--- src/hw/rtl/dckv_pkg.sv ---
package dckv_pkg;

    // Event kinds carried on the result channel
    localparam logic EV_NOTE_ON  = 1'b0;
    localparam logic EV_NOTE_OFF = 1'b1;

    // Configuration register indexes
    localparam int unsigned CFG_IDX_W = 2;
    localparam logic [CFG_IDX_W-1:0] REG_BASE_NOTE    = 2'd0;
    localparam logic [CFG_IDX_W-1:0] REG_MIDI_CHANNEL = 2'd1;
    localparam logic [CFG_IDX_W-1:0] REG_MIN_VELOCITY = 2'd2;
    localparam logic [CFG_IDX_W-1:0] REG_TOP_VELOCITY = 2'd3;
    localparam int unsigned CFG_DATA_W = 7;

    // Reset values of the configuration registers
    localparam logic [6:0] RST_BASE_NOTE    = 7'd60;
    localparam logic [3:0] RST_MIDI_CHANNEL = 4'd0;
    localparam logic [6:0] RST_MIN_VELOCITY = 7'd20;
    localparam logic [6:0] RST_TOP_VELOCITY = 7'd127;

    // Highest MIDI note number
    localparam logic [6:0] NOTE_MAX = 7'd127;

    // Per-key tracker result for one sample
    typedef struct packed {
        logic        emit;
        logic        kind;
        logic [31:0] elapsed;
    } t_key_evt;

endpackage

--- src/hw/rtl/dckv_keys.sv ---
module dckv_keys
    import dckv_pkg::*;
#(
    parameter int KEY_COUNT = 24
) (
    input  logic        i_clk,
    input  logic        i_rst_n,
    input  logic        i_upd,
    input  logic [4:0]  i_key,
    input  logic        i_first,
    input  logic        i_second,
    input  logic [31:0] i_now,
    output t_key_evt    o_evt
);

    localparam int IDX_W = (KEY_COUNT > 1) ? $clog2(KEY_COUNT) : 1;

    // Per-key contact flags, note flag and first-contact time
    logic [KEY_COUNT-1:0] r_first;
    logic [KEY_COUNT-1:0] r_second;
    logic [KEY_COUNT-1:0] r_note;
    logic [31:0]          r_time [KEY_COUNT];

    logic [IDX_W-1:0] idx;
    logic             in_range;
    logic             fa;
    logic             sa;
    logic             non;
    logic             first_new;
    logic             on_hit;
    logic             off_hit;
    logic             n_note;

    assign in_range = 32'(i_key) < 32'(KEY_COUNT);
    assign idx      = IDX_W'(i_key);
    assign fa       = in_range ? r_first[idx]  : 1'b0;
    assign sa       = in_range ? r_second[idx] : 1'b0;
    assign non      = in_range ? r_note[idx]   : 1'b0;

    // Fresh first contact restarts the press timer
    assign first_new = i_first && !fa;

    // Fresh second contact with first held and silent key -> note-on;
    // both contacts open while sounding -> note-off
    assign on_hit  = in_range && i_second && !sa && i_first && !non;
    assign off_hit = in_range && !i_first && !i_second && non;
    assign n_note  = on_hit ? 1'b1 : (off_hit ? 1'b0 : non);

    always_comb begin
        o_evt.emit    = on_hit || off_hit;
        o_evt.kind    = on_hit ? EV_NOTE_ON : EV_NOTE_OFF;
        o_evt.elapsed = first_new ? 32'd0 : (i_now - r_time[idx]);
    end

    // Flag update
    always_ff @(posedge i_clk) begin
        if (!i_rst_n) begin
            r_first  <= '0;
            r_second <= '0;
            r_note   <= '0;
        end else if (i_upd && in_range) begin
            r_first[idx]  <= i_first;
            r_second[idx] <= i_second;
            r_note[idx]   <= n_note;
        end
    end

    // Timestamp store, only read after its first-contact flag is set
    always_ff @(posedge i_clk) begin
        if (i_upd && in_range && first_new) begin
            r_time[idx] <= i_now;
        end
    end

endmodule

--- src/hw/rtl/dual_contact_key_velocity_scan.sv ---
// Dual-contact key velocity scanner.
// Input channel: i_valid / o_stall with one key sample per word (key index,
// both contact bits, millisecond timestamp). A word is taken on a rising
// edge with i_valid high and o_stall low; one word per cycle is sustained
// while the receiver does not stall. Output channel: o_valid / i_stall, one
// note-on or note-off word per sample that causes one; samples that cause
// nothing, and keys at or above KEY_COUNT, leave no word.
// A sample passes the input, middle and output registers in turn. It sits
// in the input register while the per-key state is updated and the
// velocity span multiply runs; the middle register then feeds the
// divide-by-MAX_PRESS_MS reciprocal multiply into the output register.
// When the receiver stalls, the output word holds and the stages behind it
// keep filling; o_stall rises only when all three stages hold words.
// Configuration is a plain write port (i_cfg_we, i_cfg_idx, i_cfg_data),
// for the user to write only while the block is idle; it does not enforce this.
// Synchronous active-low reset clears the per-key flags, empties the pipeline
// and loads base note 60, channel 0, velocity range 20..127.
module dual_contact_key_velocity_scan
    import dckv_pkg::*;
#(
    parameter int KEY_COUNT    = 24,
    parameter int MAX_PRESS_MS = 100
) (
    input  logic                  i_clk,
    input  logic                  i_rst_n,
    // configuration
    input  logic                  i_cfg_we,
    input  logic [CFG_IDX_W-1:0]  i_cfg_idx,
    input  logic [CFG_DATA_W-1:0] i_cfg_data,
    // sample input
    input  logic                  i_valid,
    output logic                  o_stall,
    input  logic [4:0]            i_key_index,
    input  logic                  i_first_contact,
    input  logic                  i_second_contact,
    input  logic [31:0]           i_now_ms,
    // event output
    output logic                  o_valid,
    input  logic                  i_stall,
    output logic                  o_event_kind,
    output logic [4:0]            o_key_number,
    output logic [6:0]            o_note_number,
    output logic [6:0]            o_note_velocity,
    output logic [3:0]            o_channel
);

    // Widths of the velocity datapath
    localparam int D_W     = $clog2(MAX_PRESS_MS + 1);
    localparam int PROD_W  = D_W + 7;
    localparam int C_LOG   = $clog2(MAX_PRESS_MS);
    localparam int SHIFT   = PROD_W + C_LOG + 1;
    localparam int RECIP_W = SHIFT - C_LOG + 1;
    localparam logic [63:0] RECIP_64 =
        ((64'd1 << SHIFT) + 64'(MAX_PRESS_MS) - 64'd1) / 64'(MAX_PRESS_MS);
    localparam logic [RECIP_W-1:0] RECIP = RECIP_64[RECIP_W-1:0];
    localparam int QPROD_W = PROD_W + RECIP_W;

    // Configuration registers
    logic [6:0] r_base_note;
    logic [3:0] r_channel;
    logic [6:0] r_min_vel;
    logic [6:0] r_max_vel;

    always_ff @(posedge i_clk) begin
        if (!i_rst_n) begin
            r_base_note <= RST_BASE_NOTE;
            r_channel   <= RST_MIDI_CHANNEL;
            r_min_vel   <= RST_MIN_VELOCITY;
            r_max_vel   <= RST_TOP_VELOCITY;
        end else if (i_cfg_we) begin
            case (i_cfg_idx)
                REG_BASE_NOTE:    r_base_note <= i_cfg_data[6:0];
                REG_MIDI_CHANNEL: r_channel   <= i_cfg_data[3:0];
                REG_MIN_VELOCITY: r_min_vel   <= i_cfg_data[6:0];
                REG_TOP_VELOCITY: r_max_vel   <= i_cfg_data[6:0];
                default: ;
            endcase
        end
    end

    // Velocity range; min above max collapses onto max
    logic [6:0] vel_hi;
    logic [6:0] vel_lo;
    logic [6:0] vel_span;

    assign vel_hi   = r_max_vel;
    assign vel_lo   = (r_min_vel > r_max_vel) ? r_max_vel : r_min_vel;
    assign vel_span = vel_hi - vel_lo;

    // Stage handshake
    logic r_iv;
    logic r_mv;
    logic r_ov;
    logic adv_o;
    logic adv_m;
    logic adv_i;

    assign adv_o   = !r_ov || !i_stall;
    assign adv_m   = !r_mv || adv_o;
    assign adv_i   = !r_iv || adv_m;
    assign o_stall = !adv_i;

    // Input register
    logic [4:0]  r_i_key;
    logic        r_i_first;
    logic        r_i_second;
    logic [31:0] r_i_now;

    always_ff @(posedge i_clk) begin
        if (!i_rst_n) begin
            r_iv <= 1'b0;
        end else if (adv_i) begin
            r_iv <= i_valid;
        end
    end

    always_ff @(posedge i_clk) begin
        if (adv_i && i_valid) begin
            r_i_key    <= i_key_index;
            r_i_first  <= i_first_contact;
            r_i_second <= i_second_contact;
            r_i_now    <= i_now_ms;
        end
    end

    // Per-key state, committed as the sample leaves the input register
    t_key_evt key_evt;

    dckv_keys #(
        .KEY_COUNT (KEY_COUNT)
    ) u_keys (
        .i_clk    (i_clk),
        .i_rst_n  (i_rst_n),
        .i_upd    (r_iv && adv_m),
        .i_key    (r_i_key),
        .i_first  (r_i_first),
        .i_second (r_i_second),
        .i_now    (r_i_now),
        .o_evt    (key_evt)
    );

    // Middle stage: elapsed classification and span product
    logic              d_zero;
    logic              d_over;
    logic [PROD_W-1:0] n_prod;
    logic              r_m_kind;
    logic [4:0]        r_m_key;
    logic              r_m_zero;
    logic              r_m_over;
    logic [PROD_W-1:0] r_m_prod;

    assign d_zero = key_evt.elapsed == 32'd0;
    assign d_over = key_evt.elapsed > 32'(MAX_PRESS_MS);
    assign n_prod = PROD_W'(key_evt.elapsed[D_W-1:0]) * PROD_W'(vel_span);

    always_ff @(posedge i_clk) begin
        if (!i_rst_n) begin
            r_mv <= 1'b0;
        end else if (adv_m) begin
            r_mv <= r_iv && key_evt.emit;
        end
    end

    always_ff @(posedge i_clk) begin
        if (adv_m && r_iv) begin
            r_m_kind <= key_evt.kind;
            r_m_key  <= r_i_key;
            r_m_zero <= d_zero;
            r_m_over <= d_over;
            r_m_prod <= n_prod;
        end
    end

    // Output stage: divide by MAX_PRESS_MS through the reciprocal
    logic [QPROD_W-1:0] q_prod;
    logic [6:0]         drop_raw;
    logic [6:0]         drop;
    logic [6:0]         n_vel;
    logic [7:0]         note_sum;
    logic [6:0]         n_note;

    assign q_prod   = QPROD_W'(r_m_prod) * QPROD_W'(RECIP);
    assign drop_raw = q_prod[SHIFT+6:SHIFT];
    assign drop     = (drop_raw > vel_span) ? vel_span : drop_raw;

    always_comb begin
        if (r_m_kind == EV_NOTE_OFF) begin
            n_vel = 7'd0;
        end else if (r_m_zero) begin
            n_vel = vel_hi;
        end else if (r_m_over) begin
            n_vel = vel_lo;
        end else begin
            n_vel = vel_hi - drop;
        end
    end

    // Note number saturates at the top of the MIDI range
    assign note_sum = {1'b0, r_base_note} + {3'b000, r_m_key};
    assign n_note   = (note_sum > {1'b0, NOTE_MAX}) ? NOTE_MAX : note_sum[6:0];

    always_ff @(posedge i_clk) begin
        if (!i_rst_n) begin
            r_ov <= 1'b0;
        end else if (adv_o) begin
            r_ov <= r_mv;
        end
    end

    always_ff @(posedge i_clk) begin
        if (adv_o && r_mv) begin
            o_event_kind    <= r_m_kind;
            o_key_number    <= r_m_key;
            o_note_number   <= n_note;
            o_note_velocity <= n_vel;
            o_channel       <= r_channel;
        end
    end

    assign o_valid = r_ov;

    // Checks
    a_off_zero_vel: assert property (@(posedge i_clk) disable iff (!i_rst_n)
        o_valid && o_event_kind == EV_NOTE_OFF |-> o_note_velocity == 7'd0)
        else $error("note-off word with nonzero velocity");

    a_on_vel_cap: assert property (@(posedge i_clk) disable iff (!i_rst_n)
        o_valid && o_event_kind == EV_NOTE_ON |-> o_note_velocity <= r_max_vel)
        else $error("note-on velocity above the velocity ceiling");

    a_stall_full: assert property (@(posedge i_clk) disable iff (!i_rst_n)
        o_stall |-> r_iv && r_mv && r_ov && i_stall)
        else $error("input stalled with a free pipeline stage");

    a_reset_empty: assert property (@(posedge i_clk)
        !i_rst_n |=> !o_valid && !o_stall)
        else $error("pipeline not empty after reset");

endmodule

--- config.mk ---
export PLATFORM = sky130hd
export DESIGN_NAME = dual_contact_key_velocity_scan
export DESIGN_NICKNAME = d
export VERILOG_FILES = /design/src/hw/rtl/dckv_pkg.sv /design/src/hw/rtl/dckv_keys.sv /design/src/hw/rtl/dual_contact_key_velocity_scan.sv
export SDC_FILE = /design/constraint.sdc
export NUM_CORES = 1
export LEC_CHECK = 0
export ABC_CLOCK_PERIOD_IN_PS = 9850
export BUFFER_PORTS_ARGS = -buffer_cell sky130_fd_sc_hd__buf_2
export CORE_ASPECT_RATIO = 2
export CORE_MARGIN = 2
export CORE_UTILIZATION = 45
export CTS_CLUSTER_SIZE = 8
export DETAILED_ROUTE_END_ITERATION = 8
export GPL_TIMING_DRIVEN = 0
export HOLD_SLACK_MARGIN = 0.05
export SYNTH_ARGS = -nofsm -noshare
export SYNTH_HDL_FRONTEND = slang
export SYNTH_SLANG_ARGS = --single-unit
--- constraint.sdc ---
create_clock -name i_clk -period 9.85 [get_ports i_clk]
set_input_delay 1.97 -clock i_clk [delete_from_list [all_inputs] [get_ports i_clk]]
set_output_delay 1.97 -clock i_clk [all_outputs]
set_load 0.02 [all_outputs]
==> metrics, run 1 <==
via/cell ratio 5.74; Max Slew Vio Count 0; GRT met3 Usage 0.0312; syn avg cell area between 15 and 20 sq um; via count about 25000; CTS Buf Count between 100 and 150; Synth area leader edfxtp_1; core footprint 98300 sq um; CP peak stage delay ~0.95 ns; violation count after the first detailed-routing iteration about 2200; Relative slew margins 0.133; Synth top cells by count edfxtp_1, mux4_2, inv_1, ha_1, nand2_1; Area Growth Syn to Fin 15.9%; fin crit share 0.936; critical-path maximum fanout 10; Hold Crit Class register to register; Worst Tran Pin Value 1.30 ns; critical path type register to register; M1 GR Usage 0.256; crit start category register; GRT met2 Usage 0.475; CTS tree done; Post-Synth Adder-Cell Area 0.0935; clock share of power 0.243; RSZ-0062 raised after global routing true; mean routed wirelength per cell 27.4 microns; DIE WIDTH roughly 230 microns; initial antenna violation count 2; clock slew at reported path FFs 0.06 ns; later-pin clock latency in the skew report about 0.75 ns; register bit count reported by yosys ~960; Final WS setup ~0.63 ns; CTS Hold Bufs 0; Gate power share 0.489; vias in the first global route between 20000 and 30000; final WL between 100000 and 150000 microns; Row Count 163; gpl congestion around 0.92; Synth area leaders edfxtp_1, mux4_2, ha_1; Area after DPL 47600 sq um; Slowest cell on crit path clkbuf_1; CP arrival a little under 10 ns; Final Setup Violations 0; Leak ~19 nW; Setup WS pre-CTS between 0.09 and 0.1 ns; io pins 79; Yosys top cell area share 0.577; post-layout minimum cycle time just over 9 ns; busiest grt layer met2; DRC viols 0; commonest register cell after synthesis edfxtp_1; XOR/XNOR share of the synthesized area 0.00927; die height roughly 450 microns; clock buffer depth 3; register area share after synthesis 0.624; I/O Buffers between 70 and 80; Reg2Reg Capture Point r_m_prod[13]; Power Density 340 nW/um^2; Sw Pwr approximately 6.8 mW; Mapped Cells around 2700; internal power ~11 mW; simple logic cell fraction of the synthesized area 0.0515; Max-cap violations 0; Final Skew roughly 0.033 ns; R2R depth 29; syn nets just over 3000; Synth Cell Area around 44000 sq um; mux share of post-synthesis cell area 0.146; share of cells above drive strength 1 0.207; CTS sink cnt between 900 and 1000; Synth Area in Compound Gates 0.0475; Final Hold Viols 0; post-synthesis async set-or-reset flop share 0; H-tree depth 4; first-pass GRT wire length around 180000 microns; Worst VDD drop roughly 0.46 mV; Tot GR Track Use 0.244; drt first pass iters 9; outcome completed; largest family of logic cells by synthesized area multiplexers; most common cell in the netlist edfxtp_1; final instance area 51500 sq um; Net Sw Frac 0.388; Remaining Overflow, GRT 0; f_max 0.108 GHz; Reg2Reg Setup Slack 0.63 ns; Hold WS 0.433 ns; required time of the critical path ~10 ns; DP HPWL a little under 90000 microns; Yosys cell types 70; TNS Setup 0 ns; Die ar. a little over 100000 sq um; Critical Path End Type register; Post-synth EDFFs around 850; Detail Route Antenna Nets 0; largest net degree at the start of global routing 28; Initial Util 0.452; Synth warnings 0; sequential cell fraction of total power 0.268; Root Driver clkbuf_16; Final #Nets around 3400; CP Capture Point r_m_prod[13]
## sequential cells by signal (all words and copies together), names as in the netlist, 4 cells and up, named ones only
register / flops
r_min_vel: 7
o_note_velocity: 7
u_keys.r_first: 24
r_i_key: 5
r_channel: 4
r_i_now: 32
o_note_number: 7
r_m_key: 5
o_key_number: 5
r_m_prod: 14
o_channel: 4
r_base_note: 7
u_keys.r_time: 768
u_keys.r_note: 24
u_keys.r_second: 24
r_max_vel: 7
## placed cells by master (no fill, tap or decap), drive strengths merged, types with 19 or more instances in the layout
master and instances:
nor2 93, o211a 20, dfxtp 105, o211ai 19, buf 210, o21ai 70
and2 19, a21o 25, edfxtp 853, xnor2 32, nand2 187, clkbuf 245
mux2i 103, fa 90, mux4 242, nor2b 63, o21a 19, inv 198
ha 188, nand3 21, a21oi 72, nor3 39
## worst min path at each step
stage                      start            to  slack (ns)  cells past startpoint
CTS                 r_channel[0]  o_channel[0]        0.43                      0
global placement    r_channel[0]  o_channel[0]        0.41                      0
global route        r_channel[0]  o_channel[0]        0.44                      0
finish              r_channel[0]  o_channel[0]        0.43                      0
detailed placement  r_channel[0]  o_channel[0]        0.42                      0
floorplan           r_channel[0]  o_channel[0]        0.41                      0
## critical path: cells and delay by family, from the launching register on
kind	cells	cell delay, ns
buf+inv	8	3.16
compound gates	8	1.91
mux	1	0.17
xor+xnor	1	0.10
simple gates	5	0.60
fa+ha+maj	6	2.67
flops	1	0.32
## layout make-up
type	instances	area [sq um]
Inverter	192	721
Tap cell	1320	1650
Clock buffer	171	3620
Fill cell	8061	46800
Clock inverter	11	193
Antenna cell	1	2.50
Buffer	120	510
Timing Repair Buffer	164	1450
Multi-Input combinational cell	1465	15600
Sequential cell	958	27700
## power groups by stage
stage | Sequential [mW] | Clock, mW | Combinational, mW
after floorplan | 4.71 | 0 | 6.39
after global placement | 4.77 | 0 | 8.46
after detailed placement | 4.77 | 0 | 8.61
after CTS | 4.70 | 4.33 | 8.68
after global routing | 4.71 | 4.47 | 9.86
final | 4.70 | 4.26 | 8.56
## layer usage
layer,vias to the layer above,share of wire
li1,11000,-
met1,13200,0.34
met2,760,0.57
met3,232,0.038
met4,0,0.045
met5,-,0
## cells by family after synthesis
family,count (synthesis)
AO/OA/AOI/OAI,306
XOR/XNOR,47
multiplexers,347
buffers and inverters,312
adder cells (fa/ha/maj),278
flip-flops,958
AND/OR/NAND/NOR,487
## what timing repair did
item                                    in CTS  in global routing
endpoints found under the setup margin       0                  6
resized for setup                            0                 11
buffers inserted                             0                  0
## per-stage QoR
stage / util / std cells / power [mW]
floorplan: - / 2735 / 11.1
global placement: 0.472 / 4132 / 13.2
detailed placement: 0.485 / 4219 / 13.4
CTS: 0.523 / 4401 / 17.7
global route: 0.524 / 4402 / 19.0
finish: 0.524 / 4402 / 17.5
No activity file was read; power rests on OpenSTA's default activity.
==> run 2: changes to the inputs <==
Settings changed: MAX_ROUTING_LAYER from default to met4, SETUP_SLACK_MARGIN from default to 0.2.
==> metrics, run 2 (synthesis results as in run 1) <==
critical path type register to register (unchanged); largest net degree at the start of global routing 28 (unchanged); critical-path maximum fanout 10 (unchanged); final WL 120000 microns (was 121000 microns); Root Driver clkbuf_16 (unchanged); post-layout minimum cycle time 9.15 ns (was 9.22 ns); Initial Util 0.452 (unchanged); I/O Buffers 77 (unchanged); clock buffer depth 3 (unchanged); Final Setup Violations 0 (unchanged); die height 448 microns (unchanged); biggest regs u_keys.r_time: 768 flops, r_i_now: 32 flops (unchanged); io pins 79 (unchanged); Slowest cell on crit path a211oi_2 (was clkbuf_1); DRC viols 0 (unchanged); Final Hold Viols 0 (unchanged); Worst Tran Pin Value 1.28 ns (was 1.30 ns); via count 25200 (was 25300); commonest non-fill, non-tap cells in the layout edfxtp_1, mux4_2, inv_1 (unchanged); vias in the first global route 27400 (was 27100); cell mode on critical path a21oi_1; share of cells above drive strength 1 0.206 (was 0.207); Leak 18.5 nW (was 18.6 nW); fin cells 4396 (was 4402); most common cell after layout, fill and taps aside edfxtp_1 (unchanged); via/cell ratio 5.73 (was 5.74); required time of the critical path 10.34 ns (about the same); filler cell count 8124 (was 8061); max reg flops 768 (unchanged); Detail Route Antenna Nets 0 (unchanged); Tot GR Track Use 0.250 (was 0.244); first-pass GRT wire length 175000 microns (about the same); CP arrival 9.64 ns (was 9.72 ns); Max Slew Vio Count 0 (unchanged); H-tree depth 4 (unchanged); Remaining Overflow, GRT 0 (unchanged); DIE WIDTH 226 microns (unchanged); f_max 0.109 GHz (was 0.108 GHz); TNS Setup 0 ns (unchanged); Total Power 17.6 mW (was 17.5 mW); Relative slew margins 0.136 (was 0.133); Row Count 163 (unchanged); violation count after the first detailed-routing iteration 2063 (was 2189); crit start category register (unchanged); mean routed wirelength per cell 27.2 microns (was 27.4 microns); Final Skew 0.0302 ns (was 0.0333 ns); later-pin clock latency in the skew report 0.75 ns (about the same); fin util 0.522 (was 0.524); CP peak stage delay 0.78 ns (was 0.95 ns); CTS Buf Count 138 (was 137); Final #Nets 3365 (was 3369); Area Growth Syn to Fin 15.6% (was 15.9%); CTS tree done (unchanged); Power Density 342 nW/um^2 (was 340 nW/um^2); DP HPWL 87700 microns (was 89000 microns); Final WS setup 0.700 ns (was 0.626 ns); Hold WS 0.434 ns (was 0.433 ns); Setup WS pre-CTS 0.203 ns (was 0.0983 ns); drt first pass iters 5 (was 9); gpl congestion 0.876 (was 0.924); RSZ-0062 raised after global routing false (was true); Worst VDD drop 0.396 mV (was 0.464 mV); Post-CTS Setup Bufs 0 (unchanged); Area after DPL 47600 sq um (about the same); initial antenna violation count 2 (unchanged); CTS sink cnt 958 (unchanged); Max-cap violations 0 (unchanged); fin crit share 0.929 (was 0.936); placed insts 4214 (was 4219); clock slew at reported path FFs 0.05 ns (was 0.06 ns); Critical Path End Type register (unchanged); final instance area 51400 sq um (was 51500 sq um); Die ar. 101000 sq um (unchanged); Largest Register u_keys.r_time (unchanged); core footprint 98300 sq um (unchanged); outcome completed (unchanged); Hold Crit Class register to register (unchanged)
[run 2: cell types whose count changed in the layout (fill, tap and decap cells not counted), moves of 2 or more]
cell / change
buf_4: +2
buf_6: -8
clkinv_8: -2
inv_16: -3
inv_6: +3
[run 2: area by class of cell]
cell class	count	area (sq um)	area share
inverter	192	721	0.0140
clock inverter	10	110	0.00214
tap	1320	1650	0.0322
clock buffer	171	3640	0.0709
antenna	1	2.50	0.0000487
multi-input combinational	1465	15600	0.304
sequential	958	27700	0.540
timing repair buffer	159	1390	0.0270
buffer	120	515	0.0100
[run 2: what timing repair did]
item | CTS | global route
pin swaps | 0 | 0
setup endpoints to repair | 1 | 5
resized for setup | 1 | 8
hold buffers | 0 | 0
[run 2: worst max-delay path, delay by kind of cell (launching register included)]
| kind | cells | cell delay (ns) |
|---|---|---|
| adder cells (fa/ha/maj) | 8 | 3.27 |
| flip-flops | 1 | 0.63 |
| buffers and inverters | 5 | 0.56 |
| AO/OA/AOI/OAI | 15 | 3.47 |
| AND/OR/NAND/NOR | 5 | 0.68 |
| XOR/XNOR | 2 | 0.27 |
[run 2: final timing paths]
kind | startpoint | end | slack (ns) | depth (start not counted)
worst max register to register | r_m_prod[11] | o_note_velocity[5] | 0.70 | 35
worst min-delay path | r_channel[0] | o_channel[0] | 0.43 | 0
worst max-delay path | r_m_prod[11] | o_note_velocity[5] | 0.70 | 35
worst min register to register | r_channel[0] | o_channel[0] | 0.43 | 0
[run 2: power by group]
part	switching, mW	internal, mW
Sequential	0.147	4.55
Combinational	5.00	3.64
Clock	1.66	2.56
Total	6.81	10.7
[run 2: layer usage]
metal / global-route usage / share of wire / routed length, microns
met1: 0.250 / 0.34 / 40500
met2: 0.475 / 0.58 / 69200
met3: 0.0330 / 0.040 / 4760
met4: 0.111 / 0.043 / 5160
met5: - / 0 / 0
==> run 3: changes to the inputs <==
Settings changed: CORE_UTILIZATION 45 to 55, PLACE_DENSITY from default to 0.71.
==> metrics, run 3 (synthesis results as in run 1) <==
outcome completed (unchanged); CTS tree done (unchanged); Power Density 341 nW/um^2 (was 342 nW/um^2); mean routed wirelength per cell 28.4 microns (was 27.2 microns); fin crit share 0.939 (was 0.929); Final Setup Violations 0 (unchanged); Die ar. 83200 sq um (was 101000 sq um); share of cells above drive strength 1 0.205 (was 0.206); cell mode on critical path inv_1 (was a21oi_1); Hold Crit Class register to register (unchanged); clock slew at reported path FFs 0.05 ns (about the same); DIE WIDTH 205 microns (was 226 microns); initial antenna violation count 2 (unchanged); Leak 18.5 nW (about the same); Tot GR Track Use 0.298 (was 0.250); critical path type register to register (unchanged); Final Hold Viols 0 (unchanged); io pins 79 (unchanged); most common cell after layout, fill and taps aside edfxtp_1 (unchanged); post-cts sizing count 3 (was 1); Relative slew margins 0.174 (was 0.136); hold depth 0 (unchanged); post-layout minimum cycle time 9.25 ns (was 9.15 ns); Worst VDD drop 0.479 mV (was 0.396 mV); Largest Register u_keys.r_time (unchanged); clock buffer depth 3 (unchanged); CTS sink cnt 958 (unchanged); Max-cap violations 0 (unchanged); H-tree depth 4 (unchanged); required time of the critical path 10.30 ns (was 10.34 ns); DRC viols 0 (unchanged); Slowest cell on crit path clkdlybuf4s15_1 (was a211oi_2); Max Slew Vio Count 0 (unchanged); crit start category register (unchanged); max reg flops 768 (unchanged); vias in the first global route 27800 (was 27400); DP HPWL 83300 microns (was 87700 microns); f_max 0.108 GHz (was 0.109 GHz); via/cell ratio 6.21 (was 5.73); Area Growth Syn to Fin 15.1% (was 15.6%); final WL 117000 microns (was 120000 microns); CP arrival 9.70 ns (was 9.64 ns); Detail Route Antenna Nets 0 (unchanged); Area after DPL 47200 sq um (was 47600 sq um); R2R depth 30 (was 35); largest net degree at the start of global routing 29 (was 28); violation count after the first detailed-routing iteration 2132 (was 2063); critical-path maximum fanout 10 (unchanged); RSZ-0062 raised after global routing false (unchanged); Initial Util 0.554 (was 0.452); Critical Path End Type register (unchanged); final instance area 51100 sq um (was 51400 sq um); via count 25600 (was 25200); Hold WS 0.440 ns (was 0.434 ns); first-pass GRT wire length 173000 microns (was 175000 microns); Final Skew 0.0316 ns (was 0.0302 ns); Root Driver clkbuf_16 (unchanged); later-pin clock latency in the skew report 0.72 ns (was 0.75 ns); I/O Buffers 77 (unchanged); CP peak stage delay 0.93 ns (was 0.78 ns); die height 406 microns (was 448 microns); filler cell count 5774 (was 8124); Worst Tran Pin Value 1.24 ns (was 1.28 ns); drt first pass iters 8 (was 5); Row Count 147 (was 163); Post-CTS Setup Bufs 0 (unchanged); commonest non-fill, non-tap cells in the layout edfxtp_1, mux4_2, inv_1 (unchanged); CTS Hold Bufs 0 (unchanged); Remaining Overflow, GRT 0 (unchanged); Final #Nets 3362 (was 3365); biggest regs u_keys.r_time: 768 flops, r_i_now: 32 flops (unchanged); core footprint 80200 sq um (was 98300 sq um); CTS Buf Count 137 (was 138); gpl congestion 0.957 (was 0.876)
run 3: layer usage:
metal / part of all wire / GRT usage / up-vias
met1: 0.32 / 0.305 / 13100
met3: 0.051 / 0.0398 / 342
met4: 0.054 / 0.149 / 0
met5: 0 / - / -
li1: - / - / 11000
met2: 0.57 / 0.553 / 1094
run 3: where the power goes:
group / internal (mW) / switching, mW / total (mW) / leakage (nW)
clock network: 2.56 / 1.74 / 4.29 / 1.87
registers: 4.55 / 0.140 / 4.69 / 8.56
logic: 3.61 / 4.86 / 8.47 / 8.10
total: 10.7 / 6.73 / 17.5 / 18.5
run 3: final cells by class:
class	instances	area, sq um	share of cell area
diodes	1	2.50	0.0000490
plain buffers	120	514	0.0101
clock buffers	173	3580	0.0701
clock inverters	14	292	0.00570
inverters	192	721	0.0141
multi-input cells	1465	15600	0.305
flip-flops and latches	958	27700	0.542
well taps	1043	1310	0.0255
repair buffers	157	1360	0.0267
run 3: critical path: cells and delay by family (launching register included):
family,cells,cell delay [ns]
compound gates,8,2.24
xor+xnor,1,0.10
fa+ha+maj,7,2.84
buf+inv,9,2.74
flops,1,0.31
mux,1,0.27
simple gates,4,0.45
run 3: per-stage QoR:
stage | setup WS (ns) | TNS [ns] | instances | total power [mW] | util
after detailed placement | 0.0847 | 0 | 3935 | 13.2 | 0.589
after CTS | 0.372 | 0 | 4122 | 17.5 | 0.637
after global routing | 0.240 | 0 | 4123 | 18.9 | 0.637
after global placement | -0.280 | -15.02 | 3855 | 13.0 | 0.575
final | 0.601 | 0 | 4123 | 17.5 | 0.637
after floorplan | 2.30 | 0 | 2735 | 11.1 | -
run 3: path summary, 6_finish.rpt:
path           startpoint      endpoint  slack [ns]
max              register  r_m_prod[13]        0.60
min          r_channel[3]  o_channel[3]        0.44
max reg2reg      register  r_m_prod[13]        0.60
min reg2reg  r_channel[3]  o_channel[3]        0.44
